--- src/sv/lfu_name_address_cache_defines.svh ---
// Assertion macros shared by the name address cache RTL.
`ifndef LFU_NAME_ADDRESS_CACHE_DEFINES_SVH
`define LFU_NAME_ADDRESS_CACHE_DEFINES_SVH

// A property that must hold at every clock edge outside reset.
`define LFU_ASSERT(lbl, prop, msg) \
  lbl: assert property (@(posedge clk_i) disable iff (!rst_ni) (prop)) else $error(msg);

// An implication checked in the same cycle outside reset.
`define LFU_ASSERT_IMP(lbl, ante, cons, msg) \
  lbl: assert property (@(posedge clk_i) disable iff (!rst_ni) (ante) |-> (cons)) \
    else $error(msg);

`endif

--- src/sv/lfu_pkg.sv ---
// Shared types and constants of the name address cache.
`default_nettype none

package lfu_pkg;

  localparam int unsigned OpW     = 2;
  localparam int unsigned KeyW    = 64;
  localparam int unsigned AddrW   = 32;
  localparam int unsigned CntW    = 32;
  localparam int unsigned StatusW = 3;
  localparam int unsigned SlotW   = 3;
  localparam int unsigned MaxIdxW = 6;

  typedef enum logic [OpW-1:0] {
    OP_LOOKUP = 2'd0,
    OP_INSERT = 2'd1,
    OP_CLEAR  = 2'd2,
    OP_RSVD   = 2'd3
  } op_e;

  typedef enum logic [StatusW-1:0] {
    ST_MISS     = 3'd0,
    ST_HIT      = 3'd1,
    ST_PRESENT  = 3'd2,
    ST_FILLED   = 3'd3,
    ST_REPLACED = 3'd4,
    ST_CLEARED  = 3'd5
  } status_e;

  typedef struct packed {
    logic [KeyW-1:0]  key;
    logic [AddrW-1:0] addr;
    logic [CntW-1:0]  cnt;
  } entry_t;

  typedef struct packed {
    logic               rd_en;
    logic [MaxIdxW-1:0] rd_idx;
    logic               wr_en;
    logic [MaxIdxW-1:0] wr_idx;
    entry_t             wr_ent;
  } mem_req_t;

endpackage

`default_nettype wire

--- src/sv/lfu_ifs.sv ---
// Valid/ready channel interfaces for request and response words.
`default_nettype none

interface lfu_in_if;
  logic                        valid;
  logic                        ready;
  logic [lfu_pkg::OpW-1:0]     op;
  logic [lfu_pkg::KeyW-1:0]    name_key;
  logic [lfu_pkg::AddrW-1:0]   addr_in;

  modport source (output valid, op, name_key, addr_in, input ready);
  modport sink   (input valid, op, name_key, addr_in, output ready);
endinterface

interface lfu_out_if;
  logic                        valid;
  logic                        ready;
  logic [lfu_pkg::StatusW-1:0] status;
  logic [lfu_pkg::AddrW-1:0]   addr_out;
  logic [lfu_pkg::SlotW-1:0]   slot;

  modport source (output valid, status, addr_out, slot, input ready);
  modport sink   (input valid, status, addr_out, slot, output ready);
endinterface

`default_nettype wire

--- src/sv/lfu_mem.sv ---
// Entry memory: one write port and one registered read port.
`default_nettype none

module lfu_mem #(
  parameter int unsigned ENTRIES = 8
) (
  input  wire logic              clk_i,
  input  wire lfu_pkg::mem_req_t req_i,
  output lfu_pkg::entry_t        rd_ent_o
);

  localparam int unsigned IdxW = $clog2(ENTRIES);

  lfu_pkg::entry_t mem_q [ENTRIES];
  lfu_pkg::entry_t rd_ent_q;

  // Synchronous write and read; read data is registered and appears in the cycle after the read.
  always_ff @(posedge clk_i) begin
    if (req_i.wr_en) begin
      mem_q[req_i.wr_idx[IdxW-1:0]] <= req_i.wr_ent;
    end
    if (req_i.rd_en) begin
      rd_ent_q <= mem_q[req_i.rd_idx[IdxW-1:0]];
    end
  end

  assign rd_ent_o = rd_ent_q;

endmodule

`default_nettype wire

--- src/sv/lfu_ctrl.sv ---
// Sequencer that scans the entry memory, picks hits and victims, and writes back.
`default_nettype none

`include "lfu_name_address_cache_defines.svh"

module lfu_ctrl #(
  parameter int unsigned ENTRIES = 8
) (
  input  wire logic              clk_i,
  input  wire logic              rst_ni,
  lfu_in_if.sink                 in_i,
  lfu_out_if.source              out_o,
  output lfu_pkg::mem_req_t      mem_req_o,
  input  wire lfu_pkg::entry_t   mem_ent_i
);

  localparam int unsigned IdxW  = $clog2(ENTRIES);
  localparam int unsigned FillW = $clog2(ENTRIES + 1);

  typedef enum logic [4:0] {
    S_IDLE   = 5'b00001,
    S_SCAN   = 5'b00010,
    S_DECIDE = 5'b00100,
    S_WRITE  = 5'b01000,
    S_RESP   = 5'b10000
  } state_e;

  state_e                       state_q, state_d;
  logic [FillW-1:0]             fill_q, fill_d;
  logic [FillW-1:0]             issue_q, issue_d;
  logic                         dvld_q, dvld_d;
  logic                         out_vld_q, out_vld_d;

  lfu_pkg::op_e                 op_q, op_d;
  logic [lfu_pkg::KeyW-1:0]     key_q, key_d;
  logic [lfu_pkg::AddrW-1:0]    addr_q, addr_d;
  logic [IdxW-1:0]              didx_q, didx_d;
  logic [lfu_pkg::CntW-1:0]     best_cnt_q, best_cnt_d;
  logic [IdxW-1:0]              best_idx_q, best_idx_d;
  logic [IdxW-1:0]              wr_idx_q, wr_idx_d;
  lfu_pkg::entry_t              wr_ent_q, wr_ent_d;
  lfu_pkg::status_e             res_status_q, res_status_d;
  logic [lfu_pkg::AddrW-1:0]    res_addr_q, res_addr_d;
  logic [lfu_pkg::SlotW-1:0]    res_slot_q, res_slot_d;
  lfu_pkg::status_e             out_status_q, out_status_d;
  logic [lfu_pkg::AddrW-1:0]    out_addr_q, out_addr_d;
  logic [lfu_pkg::SlotW-1:0]    out_slot_q, out_slot_d;

  logic                         rd_en;
  logic                         key_hit;
  logic                         pair_hit;
  logic                         last_data;
  logic                         out_free;

  // Read one entry per scan cycle while entries remain.
  assign rd_en     = (state_q == S_SCAN) && (issue_q < fill_q);
  assign key_hit   = (mem_ent_i.key == key_q);
  assign pair_hit  = key_hit && (mem_ent_i.addr == addr_q);
  assign last_data = ((FillW'(didx_q) + FillW'(1)) == fill_q);
  assign out_free  = !out_vld_q || out_o.ready;

  always_comb begin
    mem_req_o        = '0;
    mem_req_o.rd_en  = rd_en;
    mem_req_o.rd_idx = lfu_pkg::MaxIdxW'(issue_q[IdxW-1:0]);
    mem_req_o.wr_en  = (state_q == S_WRITE);
    mem_req_o.wr_idx = lfu_pkg::MaxIdxW'(wr_idx_q);
    mem_req_o.wr_ent = wr_ent_q;
  end

  assign in_i.ready = (state_q == S_IDLE);

  // Sequencer and result formation.
  always_comb begin
    state_d      = state_q;
    fill_d       = fill_q;
    issue_d      = issue_q;
    dvld_d       = dvld_q;
    out_vld_d    = out_vld_q;
    op_d         = op_q;
    key_d        = key_q;
    addr_d       = addr_q;
    didx_d       = didx_q;
    best_cnt_d   = best_cnt_q;
    best_idx_d   = best_idx_q;
    wr_idx_d     = wr_idx_q;
    wr_ent_d     = wr_ent_q;
    res_status_d = res_status_q;
    res_addr_d   = res_addr_q;
    res_slot_d   = res_slot_q;
    out_status_d = out_status_q;
    out_addr_d   = out_addr_q;
    out_slot_d   = out_slot_q;

    // The output word leaves when the sink takes it.
    if (out_vld_q && out_o.ready) begin
      out_vld_d = 1'b0;
    end

    unique case (state_q)
      S_IDLE: begin
        if (in_i.valid) begin
          op_d         = lfu_pkg::op_e'(in_i.op);
          key_d        = in_i.name_key;
          addr_d       = in_i.addr_in;
          issue_d      = '0;
          dvld_d       = 1'b0;
          res_status_d = lfu_pkg::ST_MISS;
          res_addr_d   = '0;
          res_slot_d   = '0;
          unique case (lfu_pkg::op_e'(in_i.op))
            lfu_pkg::OP_CLEAR: begin
              fill_d       = '0;
              res_status_d = lfu_pkg::ST_CLEARED;
              state_d      = S_RESP;
            end
            lfu_pkg::OP_RSVD: begin
              state_d = S_RESP;
            end
            lfu_pkg::OP_LOOKUP, lfu_pkg::OP_INSERT: begin
              state_d = (fill_q == '0) ? S_DECIDE : S_SCAN;
            end
            default: begin
              state_d = S_RESP;
            end
          endcase
        end
      end

      S_SCAN: begin
        dvld_d = rd_en;
        if (rd_en) begin
          issue_d = issue_q + FillW'(1);
          didx_d  = issue_q[IdxW-1:0];
        end
        if (dvld_q) begin
          // Track the first entry with the least count.
          if ((didx_q == '0) || (mem_ent_i.cnt < best_cnt_q)) begin
            best_cnt_d = mem_ent_i.cnt;
            best_idx_d = didx_q;
          end
          if ((op_q == lfu_pkg::OP_LOOKUP) && key_hit) begin
            wr_idx_d      = didx_q;
            wr_ent_d      = mem_ent_i;
            wr_ent_d.cnt  = (mem_ent_i.cnt == '1) ? mem_ent_i.cnt
                                                  : mem_ent_i.cnt + lfu_pkg::CntW'(1);
            res_status_d  = lfu_pkg::ST_HIT;
            res_addr_d    = mem_ent_i.addr;
            res_slot_d    = lfu_pkg::SlotW'(didx_q);
            state_d       = S_WRITE;
          end else if ((op_q == lfu_pkg::OP_INSERT) && pair_hit) begin
            res_status_d  = lfu_pkg::ST_PRESENT;
            res_slot_d    = lfu_pkg::SlotW'(didx_q);
            state_d       = S_RESP;
          end else if (last_data) begin
            state_d       = S_DECIDE;
          end
        end
      end

      S_DECIDE: begin
        if (op_q == lfu_pkg::OP_INSERT) begin
          wr_ent_d.key  = key_q;
          wr_ent_d.addr = addr_q;
          wr_ent_d.cnt  = '0;
          if (fill_q < FillW'(ENTRIES)) begin
            wr_idx_d     = fill_q[IdxW-1:0];
            fill_d       = fill_q + FillW'(1);
            res_status_d = lfu_pkg::ST_FILLED;
            res_slot_d   = lfu_pkg::SlotW'(fill_q[IdxW-1:0]);
          end else begin
            wr_idx_d     = best_idx_q;
            res_status_d = lfu_pkg::ST_REPLACED;
            res_slot_d   = lfu_pkg::SlotW'(best_idx_q);
          end
          state_d = S_WRITE;
        end else begin
          res_status_d = lfu_pkg::ST_MISS;
          res_addr_d   = '0;
          res_slot_d   = '0;
          state_d      = S_RESP;
        end
      end

      S_WRITE: begin
        state_d = S_RESP;
      end

      S_RESP: begin
        if (out_free) begin
          out_vld_d    = 1'b1;
          out_status_d = res_status_q;
          out_addr_d   = res_addr_q;
          out_slot_d   = res_slot_q;
          state_d      = S_IDLE;
        end
      end

      default: begin
        state_d = S_IDLE;
      end
    endcase
  end

  // Control state.
  always_ff @(posedge clk_i or negedge rst_ni) begin
    if (!rst_ni) begin
      state_q   <= S_IDLE;
      fill_q    <= '0;
      issue_q   <= '0;
      dvld_q    <= 1'b0;
      out_vld_q <= 1'b0;
    end else begin
      state_q   <= state_d;
      fill_q    <= fill_d;
      issue_q   <= issue_d;
      dvld_q    <= dvld_d;
      out_vld_q <= out_vld_d;
    end
  end

  // Payload registers.
  always_ff @(posedge clk_i) begin
    op_q         <= op_d;
    key_q        <= key_d;
    addr_q       <= addr_d;
    didx_q       <= didx_d;
    best_cnt_q   <= best_cnt_d;
    best_idx_q   <= best_idx_d;
    wr_idx_q     <= wr_idx_d;
    wr_ent_q     <= wr_ent_d;
    res_status_q <= res_status_d;
    res_addr_q   <= res_addr_d;
    res_slot_q   <= res_slot_d;
    out_status_q <= out_status_d;
    out_addr_q   <= out_addr_d;
    out_slot_q   <= out_slot_d;
  end

  assign out_o.valid    = out_vld_q;
  assign out_o.status   = out_status_q;
  assign out_o.addr_out = out_addr_q;
  assign out_o.slot     = out_slot_q;

  // The fill count never exceeds the number of entries.
  `LFU_ASSERT(a_fill_bound, fill_q <= FillW'(ENTRIES), "fill count above entry count")
  // Every write lands inside the filled region.
  `LFU_ASSERT_IMP(a_wr_in_fill, state_q == S_WRITE, FillW'(wr_idx_q) < fill_q,
                  "write beyond filled entries")
  // Returned read data always belongs to a filled entry.
  `LFU_ASSERT_IMP(a_rd_in_fill, (state_q == S_SCAN) && dvld_q, FillW'(didx_q) < fill_q,
                  "scan read beyond filled entries")
  // A cleared result leaves the cache empty.
  `LFU_ASSERT_IMP(a_clear_empty, (state_q == S_RESP) && (res_status_q == lfu_pkg::ST_CLEARED),
                  fill_q == '0, "clear left entries behind")

endmodule

`default_nettype wire

--- src/sv/lfu_name_address_cache.sv ---
// Top level of the LFU name-to-address cache.
`default_nettype none

// Fully associative cache that maps a 64-bit name key to a 32-bit address, with
// a saturating hit count per entry and least-count replacement when full. One
// request word is handled at a time; a new request is accepted while the previous
// response word still waits at the output. The entries sit in a single memory
// with one read port, scanned one entry per cycle. A lookup hit writes back its
// raised count; a lookup miss or a new insert passes a decide step, and an insert
// then writes its entry. Clear or an unused op code goes straight to the response.
module lfu_name_address_cache #(
  parameter int unsigned ENTRIES = 8
) (
  input  wire logic clk_i,
  input  wire logic rst_ni,
  lfu_in_if.sink    in_i,
  lfu_out_if.source out_o
);

  lfu_pkg::mem_req_t mem_req;
  lfu_pkg::entry_t   mem_ent;

  lfu_ctrl #(
    .ENTRIES (ENTRIES)
  ) u_ctrl (
    .clk_i     (clk_i),
    .rst_ni    (rst_ni),
    .in_i      (in_i),
    .out_o     (out_o),
    .mem_req_o (mem_req),
    .mem_ent_i (mem_ent)
  );

  lfu_mem #(
    .ENTRIES (ENTRIES)
  ) u_mem (
    .clk_i    (clk_i),
    .req_i    (mem_req),
    .rd_ent_o (mem_ent)
  );

endmodule

`default_nettype wire
--- src/flat_wrapper.sv ---
// flat-port wrapper written by rule: the top's interface ports become plain ports
module lfu_name_address_cache_flat 
#(
  parameter int unsigned ENTRIES = 8
)
  (clk_i, rst_ni, in_i_valid, in_i_op, in_i_name_key, in_i_addr_in, in_i_ready, out_o_valid, out_o_status, out_o_addr_out, out_o_slot, out_o_ready);
  lfu_in_if in_i_i ();
  lfu_out_if out_o_i ();
  input  wire logic clk_i;
  input  wire logic rst_ni;
  input wire logic [$bits(in_i_i.valid)-1:0] in_i_valid;
  input wire logic [$bits(in_i_i.op)-1:0] in_i_op;
  input wire logic [$bits(in_i_i.name_key)-1:0] in_i_name_key;
  input wire logic [$bits(in_i_i.addr_in)-1:0] in_i_addr_in;
  output wire logic [$bits(in_i_i.ready)-1:0] in_i_ready;
  output wire logic [$bits(out_o_i.valid)-1:0] out_o_valid;
  output wire logic [$bits(out_o_i.status)-1:0] out_o_status;
  output wire logic [$bits(out_o_i.addr_out)-1:0] out_o_addr_out;
  output wire logic [$bits(out_o_i.slot)-1:0] out_o_slot;
  input wire logic [$bits(out_o_i.ready)-1:0] out_o_ready;
  assign in_i_i.valid = in_i_valid;
  assign in_i_i.op = in_i_op;
  assign in_i_i.name_key = in_i_name_key;
  assign in_i_i.addr_in = in_i_addr_in;
  assign in_i_ready = in_i_i.ready;
  assign out_o_valid = out_o_i.valid;
  assign out_o_status = out_o_i.status;
  assign out_o_addr_out = out_o_i.addr_out;
  assign out_o_slot = out_o_i.slot;
  assign out_o_i.ready = out_o_ready;
  lfu_name_address_cache #(.ENTRIES(ENTRIES)) u_core (.clk_i(clk_i), .rst_ni(rst_ni), .in_i(in_i_i), .out_o(out_o_i));
endmodule
--- config.mk ---
export PLATFORM = sky130hd
export DESIGN_NAME = lfu_name_address_cache_flat
export DESIGN_NICKNAME = d
export VERILOG_FILES = /design/src/sv/lfu_pkg.sv /design/src/sv/lfu_ifs.sv /design/src/sv/lfu_mem.sv /design/src/sv/lfu_ctrl.sv /design/src/sv/lfu_name_address_cache.sv /design/src/flat_wrapper.sv
export VERILOG_INCLUDE_DIRS = /design/src /design/src/sv
export SDC_FILE = /design/constraint.sdc
export NUM_CORES = 1
export LEC_CHECK = 0
export BUFFER_PORTS_ARGS = -buffer_cell sky130_fd_sc_hd__buf_2
export CORE_MARGIN = 4
export CORE_UTILIZATION = 60
export DETAILED_ROUTE_END_ITERATION = 12
export PLACE_DENSITY = 0.74
export SKIP_CTS_REPAIR_TIMING = 1
export SLEW_MARGIN = 20
export SYNTH_ARGS = -nofsm -noshare
export SYNTH_HDL_FRONTEND = slang
export SYNTH_SLANG_ARGS = --single-unit
--- constraint.sdc ---
create_clock -name clk_i -period 21.4 [get_ports clk_i]
set_clock_uncertainty 0.2 [all_clocks]
set_input_delay 3.21 -clock clk_i [delete_from_list [all_inputs] [get_ports clk_i]]
set_output_delay 3.21 -clock clk_i [all_outputs]
set_load 0.02 [all_outputs]
==> results.json, run 1 <==
{
  "status": "complete, no violations",
  "drive_gt1_share_pct": 25.3,
  "cp.required_ns": 17.99,
  "async_flop_share_pct": 0.993,
  "cts_made_buffers": 145,
  "synth_edf_count": 1495,
  "finalSetupViolCount": 0,
  "min_path_cells": 0,
  "ioPinCount": 142,
  "gp_congestion": 0.832,
  "track_usage_pct": 24.1,
  "vias_per_cell": 6.18,
  "yosysSeqAreaShare_pct": 78.5,
  "static-leakage-power_nw": 20.8,
  "grt_max_degree": 159,
  "worstReg2RegEnd": "u_core.u_ctrl.mem_req_o[123]",
  "synth_flop_cell": "edfxtp_1",
  "die-area_um2": 101000,
  "drcViolationCount": 0,
  "rsz0062_at_grt": "no",
  "reg2reg_depth": 9,
  "hold_viol": 0,
  "p_comb_share_pct": 12.8,
  "clkSinkCount": 1510,
  "syn_nets": 2964,
  "syn_area_per_cell_um2": 20.4,
  "cp_max_fo": 6,
  "cts_root_buffer": "clkbuf_16",
  "fin_util_pct": 68.0,
  "cts_tree": "built",
  "ys_warn_count": 0,
  "reg2reg_slack_ns": 16.45,
  "period_needed_ns": 5.54,
  "seqPwrFrac_pct": 51.2,
  "overflow": 0,
  "nets": 3188,
  "netSwitchingPower_w": 0.00161,
  "netlist_instances": 2822,
  "grt_pass1_wl_um": 183000,
  "ys_ff_latch": 1510,
  "grt_pass1_vias": 28500,
  "endpoint_kind": "output port",
  "area_growth_pct": 12.1,
  "setup.worst_path.start_class": "register",
  "clk_path_buf_depth": 3,
  "swShare_pct": 23.3,
  "relSlewSlack_pct": 28.0,
  "min_from": "u_core.u_ctrl.res_addr_q[4]",
  "drt_pass1_iterations": 5,
  "intPower_w": 0.00532,
  "wl_per_cell_um": 27.3,
  "rows": 113,
  "cap_violations": 0,
  "dp_hpwl_um": 63200,
  "clkPwrFrac_pct": 36.0,
  "r2r-start": "u_core.u_mem.rd_ent_o[74]",
  "antenna_found_initial": 4,
  "path_clk_slew_ns": 0.06,
  "netlist-cell-type-count": 58,
  "core_um2": 95200,
  "wl_um": 121000,
  "vias": 27400,
  "htreeDepth": 4,
  "whs_endpoint": "u_core.u_ctrl.out_o.addr_out[4]",
  "drv_slew": 0,
  "drtIter0Drc": 3114,
  "hp-class": "reg2reg",
  "max_freq_mhz": 180,
  "die_h_um": 318,
  "vdd_drop_max_mv": 0.0816,
  "ant_nets": 0,
  "io_buffers": 141,
  "power_density_nw_per_um2": 107,
  "worst_slew_pin_slew_ns": 1.08,
  "finalCritPeriodShare_pct": 25.9,
  "synth_area_um2": 57700,
  "fin_tns_setup_ns": 0,
  "insertion_delay_ns": 0.72,
  "start_util_pct": 60.6,
  "crit_arrival_ns": 2.13,
  "die_w_um": 318,
  "critPathKind": "reg2out"
}
-- placed cells by master (no fill, tap or decap), types with 14 or more instances in the layout --
cell type	n
a21o_1	14
a21oi_1	14
and2_1	33
buf_2	141
buf_4	34
clkbuf_1	35
clkbuf_16	150
clkinv_1	27
clkinv_2	23
edfxtp_1	1495
ha_1	40
inv_1	45
mux2_2	128
mux4_2	256
nand2_1	321
nand3_1	18
nand4_1	36
nor2_1	53
o21ai_0	16
xnor2_1	108
xor2_1	25
-- cells by family after synthesis --
| family | Yosys count | synth area share, % |
|---|---|---|
| and+or+nand+nor | 526 | 4.19 |
| muxes | 390 | 12.6 |
| AOI/OAI and AO/OA | 71 | 0.809 |
| DFF | 1510 | 78.5 |
| adders and majority gates | 40 | 0.867 |
| buffers and inverters | 152 | 1.05 |
| xor gates and xnor gates | 133 | 2.02 |
-- registers in the layout, indices dropped and copies added (netlist names), 4 cells and up --
name	cells
u_core.u_mem.mem_q	1024
u_core.u_ctrl.mem_req_o	128
u_core.u_mem.rd_ent_o	128
u_core.u_ctrl.key_q	64
u_core.u_ctrl.addr_q	32
u_core.u_ctrl.best_cnt_q	32
u_core.u_ctrl.out_o.addr_out	32
u_core.u_ctrl.res_addr_q	32
u_core.u_ctrl.state_q	5
u_core.u_ctrl.fill_q	4
u_core.u_ctrl.issue_q	4
-- critical path, cell delays in order (launching register included) --
cell	delay [ns]
dfrtp_1	0.46
nor3_1	0.31
nand3b_1	0.25
inv_1	0.19
buf_2	0.20
-- power by group through the flow --
| stage | clock (W) | combinational [W] | sequential, W |
|---|---|---|---|
| 5_1_grt | 0.00267 | 0.000966 | 0.00357 |
| 6_report | 0.00250 | 0.000889 | 0.00355 |
| 3_5_place_dp | 0 | 0.000890 | 0.00362 |
| 2_1_floorplan | 0 | 0.000673 | 0.00359 |
| 4_1_cts | 0.00253 | 0.000903 | 0.00355 |
| 3_3_place_gp | 0 | 0.000872 | 0.00361 |
-- per-layer routing --
layer	vias up	global-route usage, %	wire, um	share of wire, %
met4	0	6.87	2950	2.4
met1	14300	33.6	48200	40
met5	-	0	0	0
li1	11700	-	-	-
met3	217	4.20	8410	7.0
met2	1154	40.0	61200	51
-- final cells by class --
| type | instances | area (um^2) |
|---|---|---|
| antenna | 2 | 5.00 |
| clock buffer | 188 | 3930 |
| clock inverter | 71 | 689 |
| fill | 5802 | 30500 |
| inverter | 47 | 179 |
| multi-input combinational | 1160 | 11900 |
| sequential | 1510 | 45300 |
| tap | 1265 | 1580 |
| timing repair buffer | 182 | 1120 |
-- per-stage QoR --
step / worst slack [ns] / power [W] / hold slack [ns] / area (um^2) / cells
global route: 15.76 / 0.00720 / 0.226 / 64700 / 4423
detailed placement: 15.93 / 0.00450 / 0.205 / 60100 / 4163
global placement: 15.98 / 0.00448 / 0.202 / 60000 / 4162
finish: 15.86 / 0.00694 / 0.216 / 64700 / 4425
CTS: 15.81 / 0.00699 / 0.217 / 64700 / 4422
floorplan: 7.36 / 0.00426 / 0.200 / 57700 / 2822
-- Yosys cell counts, types with 3 or more instances --
library cell | n | area share (%)
edfxtp_1 | 1495 | 78
nand2_1 | 321 | 2.1
mux4_2 | 256 | 10
mux2_2 | 128 | 2.5
xnor2_1 | 108 | 1.6
clkbuf_1 | 66 | 0.43
nor2_1 | 56 | 0.36
inv_1 | 46 | 0.30
ha_1 | 40 | 0.87
nand4_1 | 36 | 0.39
and2_1 | 33 | 0.36
buf_2 | 28 | 0.24
xor2_1 | 25 | 0.38
nand3_1 | 19 | 0.16
a21oi_1 | 17 | 0.15
o21ai_0 | 16 | 0.14
a21o_1 | 14 | 0.18
dfrtp_1 | 14 | 0.61
nor3_1 | 13 | 0.11
buf_1 | 11 | 0.072
and3_1 | 10 | 0.11
nor4_1 | 10 | 0.11
a31oi_1 | 5 | 0.054
mux2i_1 | 5 | 0.087
nand2b_1 | 4 | 0.043
a211oi_1 | 3 | 0.039
and4_1 | 3 | 0.046
nor2b_1 | 3 | 0.033
-- worst max-delay path by stage --
stage / start / endpoint
2_1_floorplan: u_core.u_ctrl.state_q[1] / u_core.u_mem.mem_q[0][0]
3_3_place_gp: in_i_valid / u_core.u_ctrl.key_q[47]
3_5_place_dp: in_i_valid / u_core.u_ctrl.key_q[2]
4_1_cts: u_core.u_ctrl.state_q[2] / in_i_ready
5_1_grt: u_core.u_ctrl.state_q[2] / in_i_ready
6_report: u_core.u_ctrl.state_q[2] / in_i_ready
Note: power is estimated with default switching activity, not from simulation.
==> inputs of run 2 (changes only) <==
Clock period 21.4 ns to 5.43 ns, I/O delays scaled along.
==> results.json, run 2 (synthesis gave the netlist of run 1 again) <==
{
  "track_usage_pct": 24.1,
  "min_path_cells": 1,
  "p_comb_share_pct": 12.9,
  "p_total_w": 0.0271,
  "vias": 27400,
  "design_area_um2": 64800,
  "endpoint_kind": "register",
  "path_common_cell": "nand4_1",
  "antenna_found_initial": 4,
  "start_util_pct": 60.6,
  "clkSinkCount": 1510,
  "static-leakage-power_nw": 20.8,
  "critical-path-top-delay-family": "simple AND/OR/NAND/NOR gates",
  "grt_max_degree": 131,
  "reg2reg_slack_ns": 1.15,
  "die_w_um": 318,
  "grt_pass1_vias": 28700,
  "ioPinCount": 142,
  "finalCritPeriodShare_pct": 78.8,
  "setup.worst_path.start_class": "register",
  "finalSetupViolCount": 0,
  "path_buf_inv": 1,
  "largest_reg_flops": 1024,
  "seqPwrFrac_pct": 51.8,
  "cp_max_fo": 20,
  "hold_viol": 0,
  "cap_violations": 0,
  "drt_pass1_iterations": 6,
  "path_clk_slew_ns": 0.06,
  "mostFrequentLayoutCell": "edfxtp_1",
  "rows": 113,
  "gp_congestion": 0.837,
  "period_needed_ns": 4.28,
  "core_um2": 95200,
  "drv_slew": 0,
  "clk_path_buf_depth": 3,
  "htreeDepth": 4,
  "wl_um": 120000,
  "grt_pass1_wl_um": 182000,
  "cts_root_buffer": "clkbuf_16",
  "cts_made_buffers": 145,
  "rsz0062_at_grt": "no",
  "swShare_pct": 23.7,
  "vias_per_cell": 6.18,
  "hp-class": "in2reg",
  "critPathKind": "reg2reg",
  "cts_tree": "built",
  "insertion_delay_ns": 0.76,
  "r2r-start": "u_core.u_ctrl.key_q[10]",
  "drtIter0Drc": 2813,
  "power_density_nw_per_um2": 418,
  "worstReg2RegEnd": "u_core.u_ctrl.mem_req_o[40]",
  "relSlewSlack_pct": 29.6,
  "dp_hpwl_um": 65900,
  "placed_area_um2": 60200,
  "die-area_um2": 101000,
  "vdd_drop_max_mv": 0.353,
  "io_buffers": 141,
  "critical-path-max-stage-delay_ns": 0.68,
  "status": "complete, no violations",
  "clkPwrFrac_pct": 35.3,
  "overflow": 0,
  "fill_cells": 5786,
  "crit_slowest_cell": "nor4_1",
  "intPower_w": 0.0207,
  "max_freq_mhz": 234,
  "wl_per_cell_um": 27.2,
  "cp.required_ns": 5.64,
  "path_cells": "xnor2_1 -> nand4_1 -> nor4_1 -> nand4_1 -> nor2_1 -> nand3_1 -> a21oi_4 -> buf_4",
  "min_from": "in_i_addr_in[7]",
  "netSwitchingPower_w": 0.00643,
  "whs_endpoint": "u_core.u_ctrl.addr_q[7]",
  "crit_arrival_ns": 4.49,
  "drcViolationCount": 0,
  "ant_nets": 0,
  "die_h_um": 318,
  "reg2reg_depth": 8,
  "drive_gt1_share_pct": 25.3,
  "nets": 3198,
  "fin_tns_setup_ns": 0,
  "area_growth_pct": 12.3,
  "worst_slew_pin_slew_ns": 1.05,
  "mostFrequentLayoutCells": "edfxtp_1, nand2_1, mux4_2"
}
## run 2: cell types whose count changed in the layout (fill, tap and decap cells not counted), sizes merged
cell	change
inv	+2
buf	+9
clkinv	+10
clkbuf	-12
dlygate4sd3	+1
bufinv	-4
clkinvlp	+4
## run 2: how the worst max path moves through the flow
stage	startpoint	end	slack, ns	cells past startpoint
6_report	u_core.u_ctrl.key_q[10]	u_core.u_ctrl.mem_req_o[40]	1.15	8
4_1_cts	u_core.u_ctrl.key_q[10]	u_core.u_ctrl.mem_req_o[46]	1.19	8
3_5_place_dp	u_core.u_mem.rd_ent_o[74]	u_core.u_ctrl.mem_req_o[40]	1.24	8
2_1_floorplan	u_core.u_ctrl.state_q[1]	u_core.u_mem.mem_q[7][0]	-1.68	5
5_1_grt	u_core.u_ctrl.key_q[10]	u_core.u_ctrl.mem_req_o[40]	1.02	8
3_3_place_gp	u_core.u_mem.rd_ent_o[74]	u_core.u_ctrl.mem_req_o[42]	1.28	8
## run 2: area by class of cell
| class | count | area, um^2 | share of cell area, % |
|---|---|---|---|
| Antenna cell | 2 | 5.00 | 0.00773 |
| Multi-Input combinational cell | 1160 | 12000 | 18.5 |
| Timing Repair Buffer | 192 | 1260 | 1.95 |
| Clock inverter | 83 | 698 | 1.08 |
| Clock buffer | 176 | 3790 | 5.85 |
| Inverter | 47 | 179 | 0.276 |
| Tap cell | 1265 | 1580 | 2.44 |
| Sequential cell | 1510 | 45300 | 69.9 |
## run 2: per-stage QoR
step / hold WS [ns] / std cells / setup slack [ns] / utilization [%]
floorplan: 0.200 / 2822 / -1.68 / -
global placement: 0.203 / 4172 / 1.28 / 63.3
detailed placement: 0.205 / 4172 / 1.24 / 63.3
CTS: -0.265 / 4431 / 1.19 / 68.0
global route: 0.00539 / 4434 / 1.02 / 68.1
finish: 0.0416 / 4435 / 1.15 / 68.1
## run 2: layer usage
layer	share of wire [%]	vias up	GRT usage (%)
met5	0.022	-	0
met4	3.3	4	8.76
met3	6.7	233	4.08
met2	51	1187	40.1
met1	39	14300	33.0
li1	-	11700	-
## run 2: power by group through the flow
stage | combinational [W] | clock, W | sequential (W)
6_report | 0.00349 | 0.00958 | 0.0140
5_1_grt | 0.00379 | 0.0103 | 0.0141
4_1_cts | 0.00356 | 0.00973 | 0.0140
3_5_place_dp | 0.00352 | 0 | 0.0143
3_3_place_gp | 0.00346 | 0 | 0.0142
2_1_floorplan | 0.00266 | 0 | 0.0141
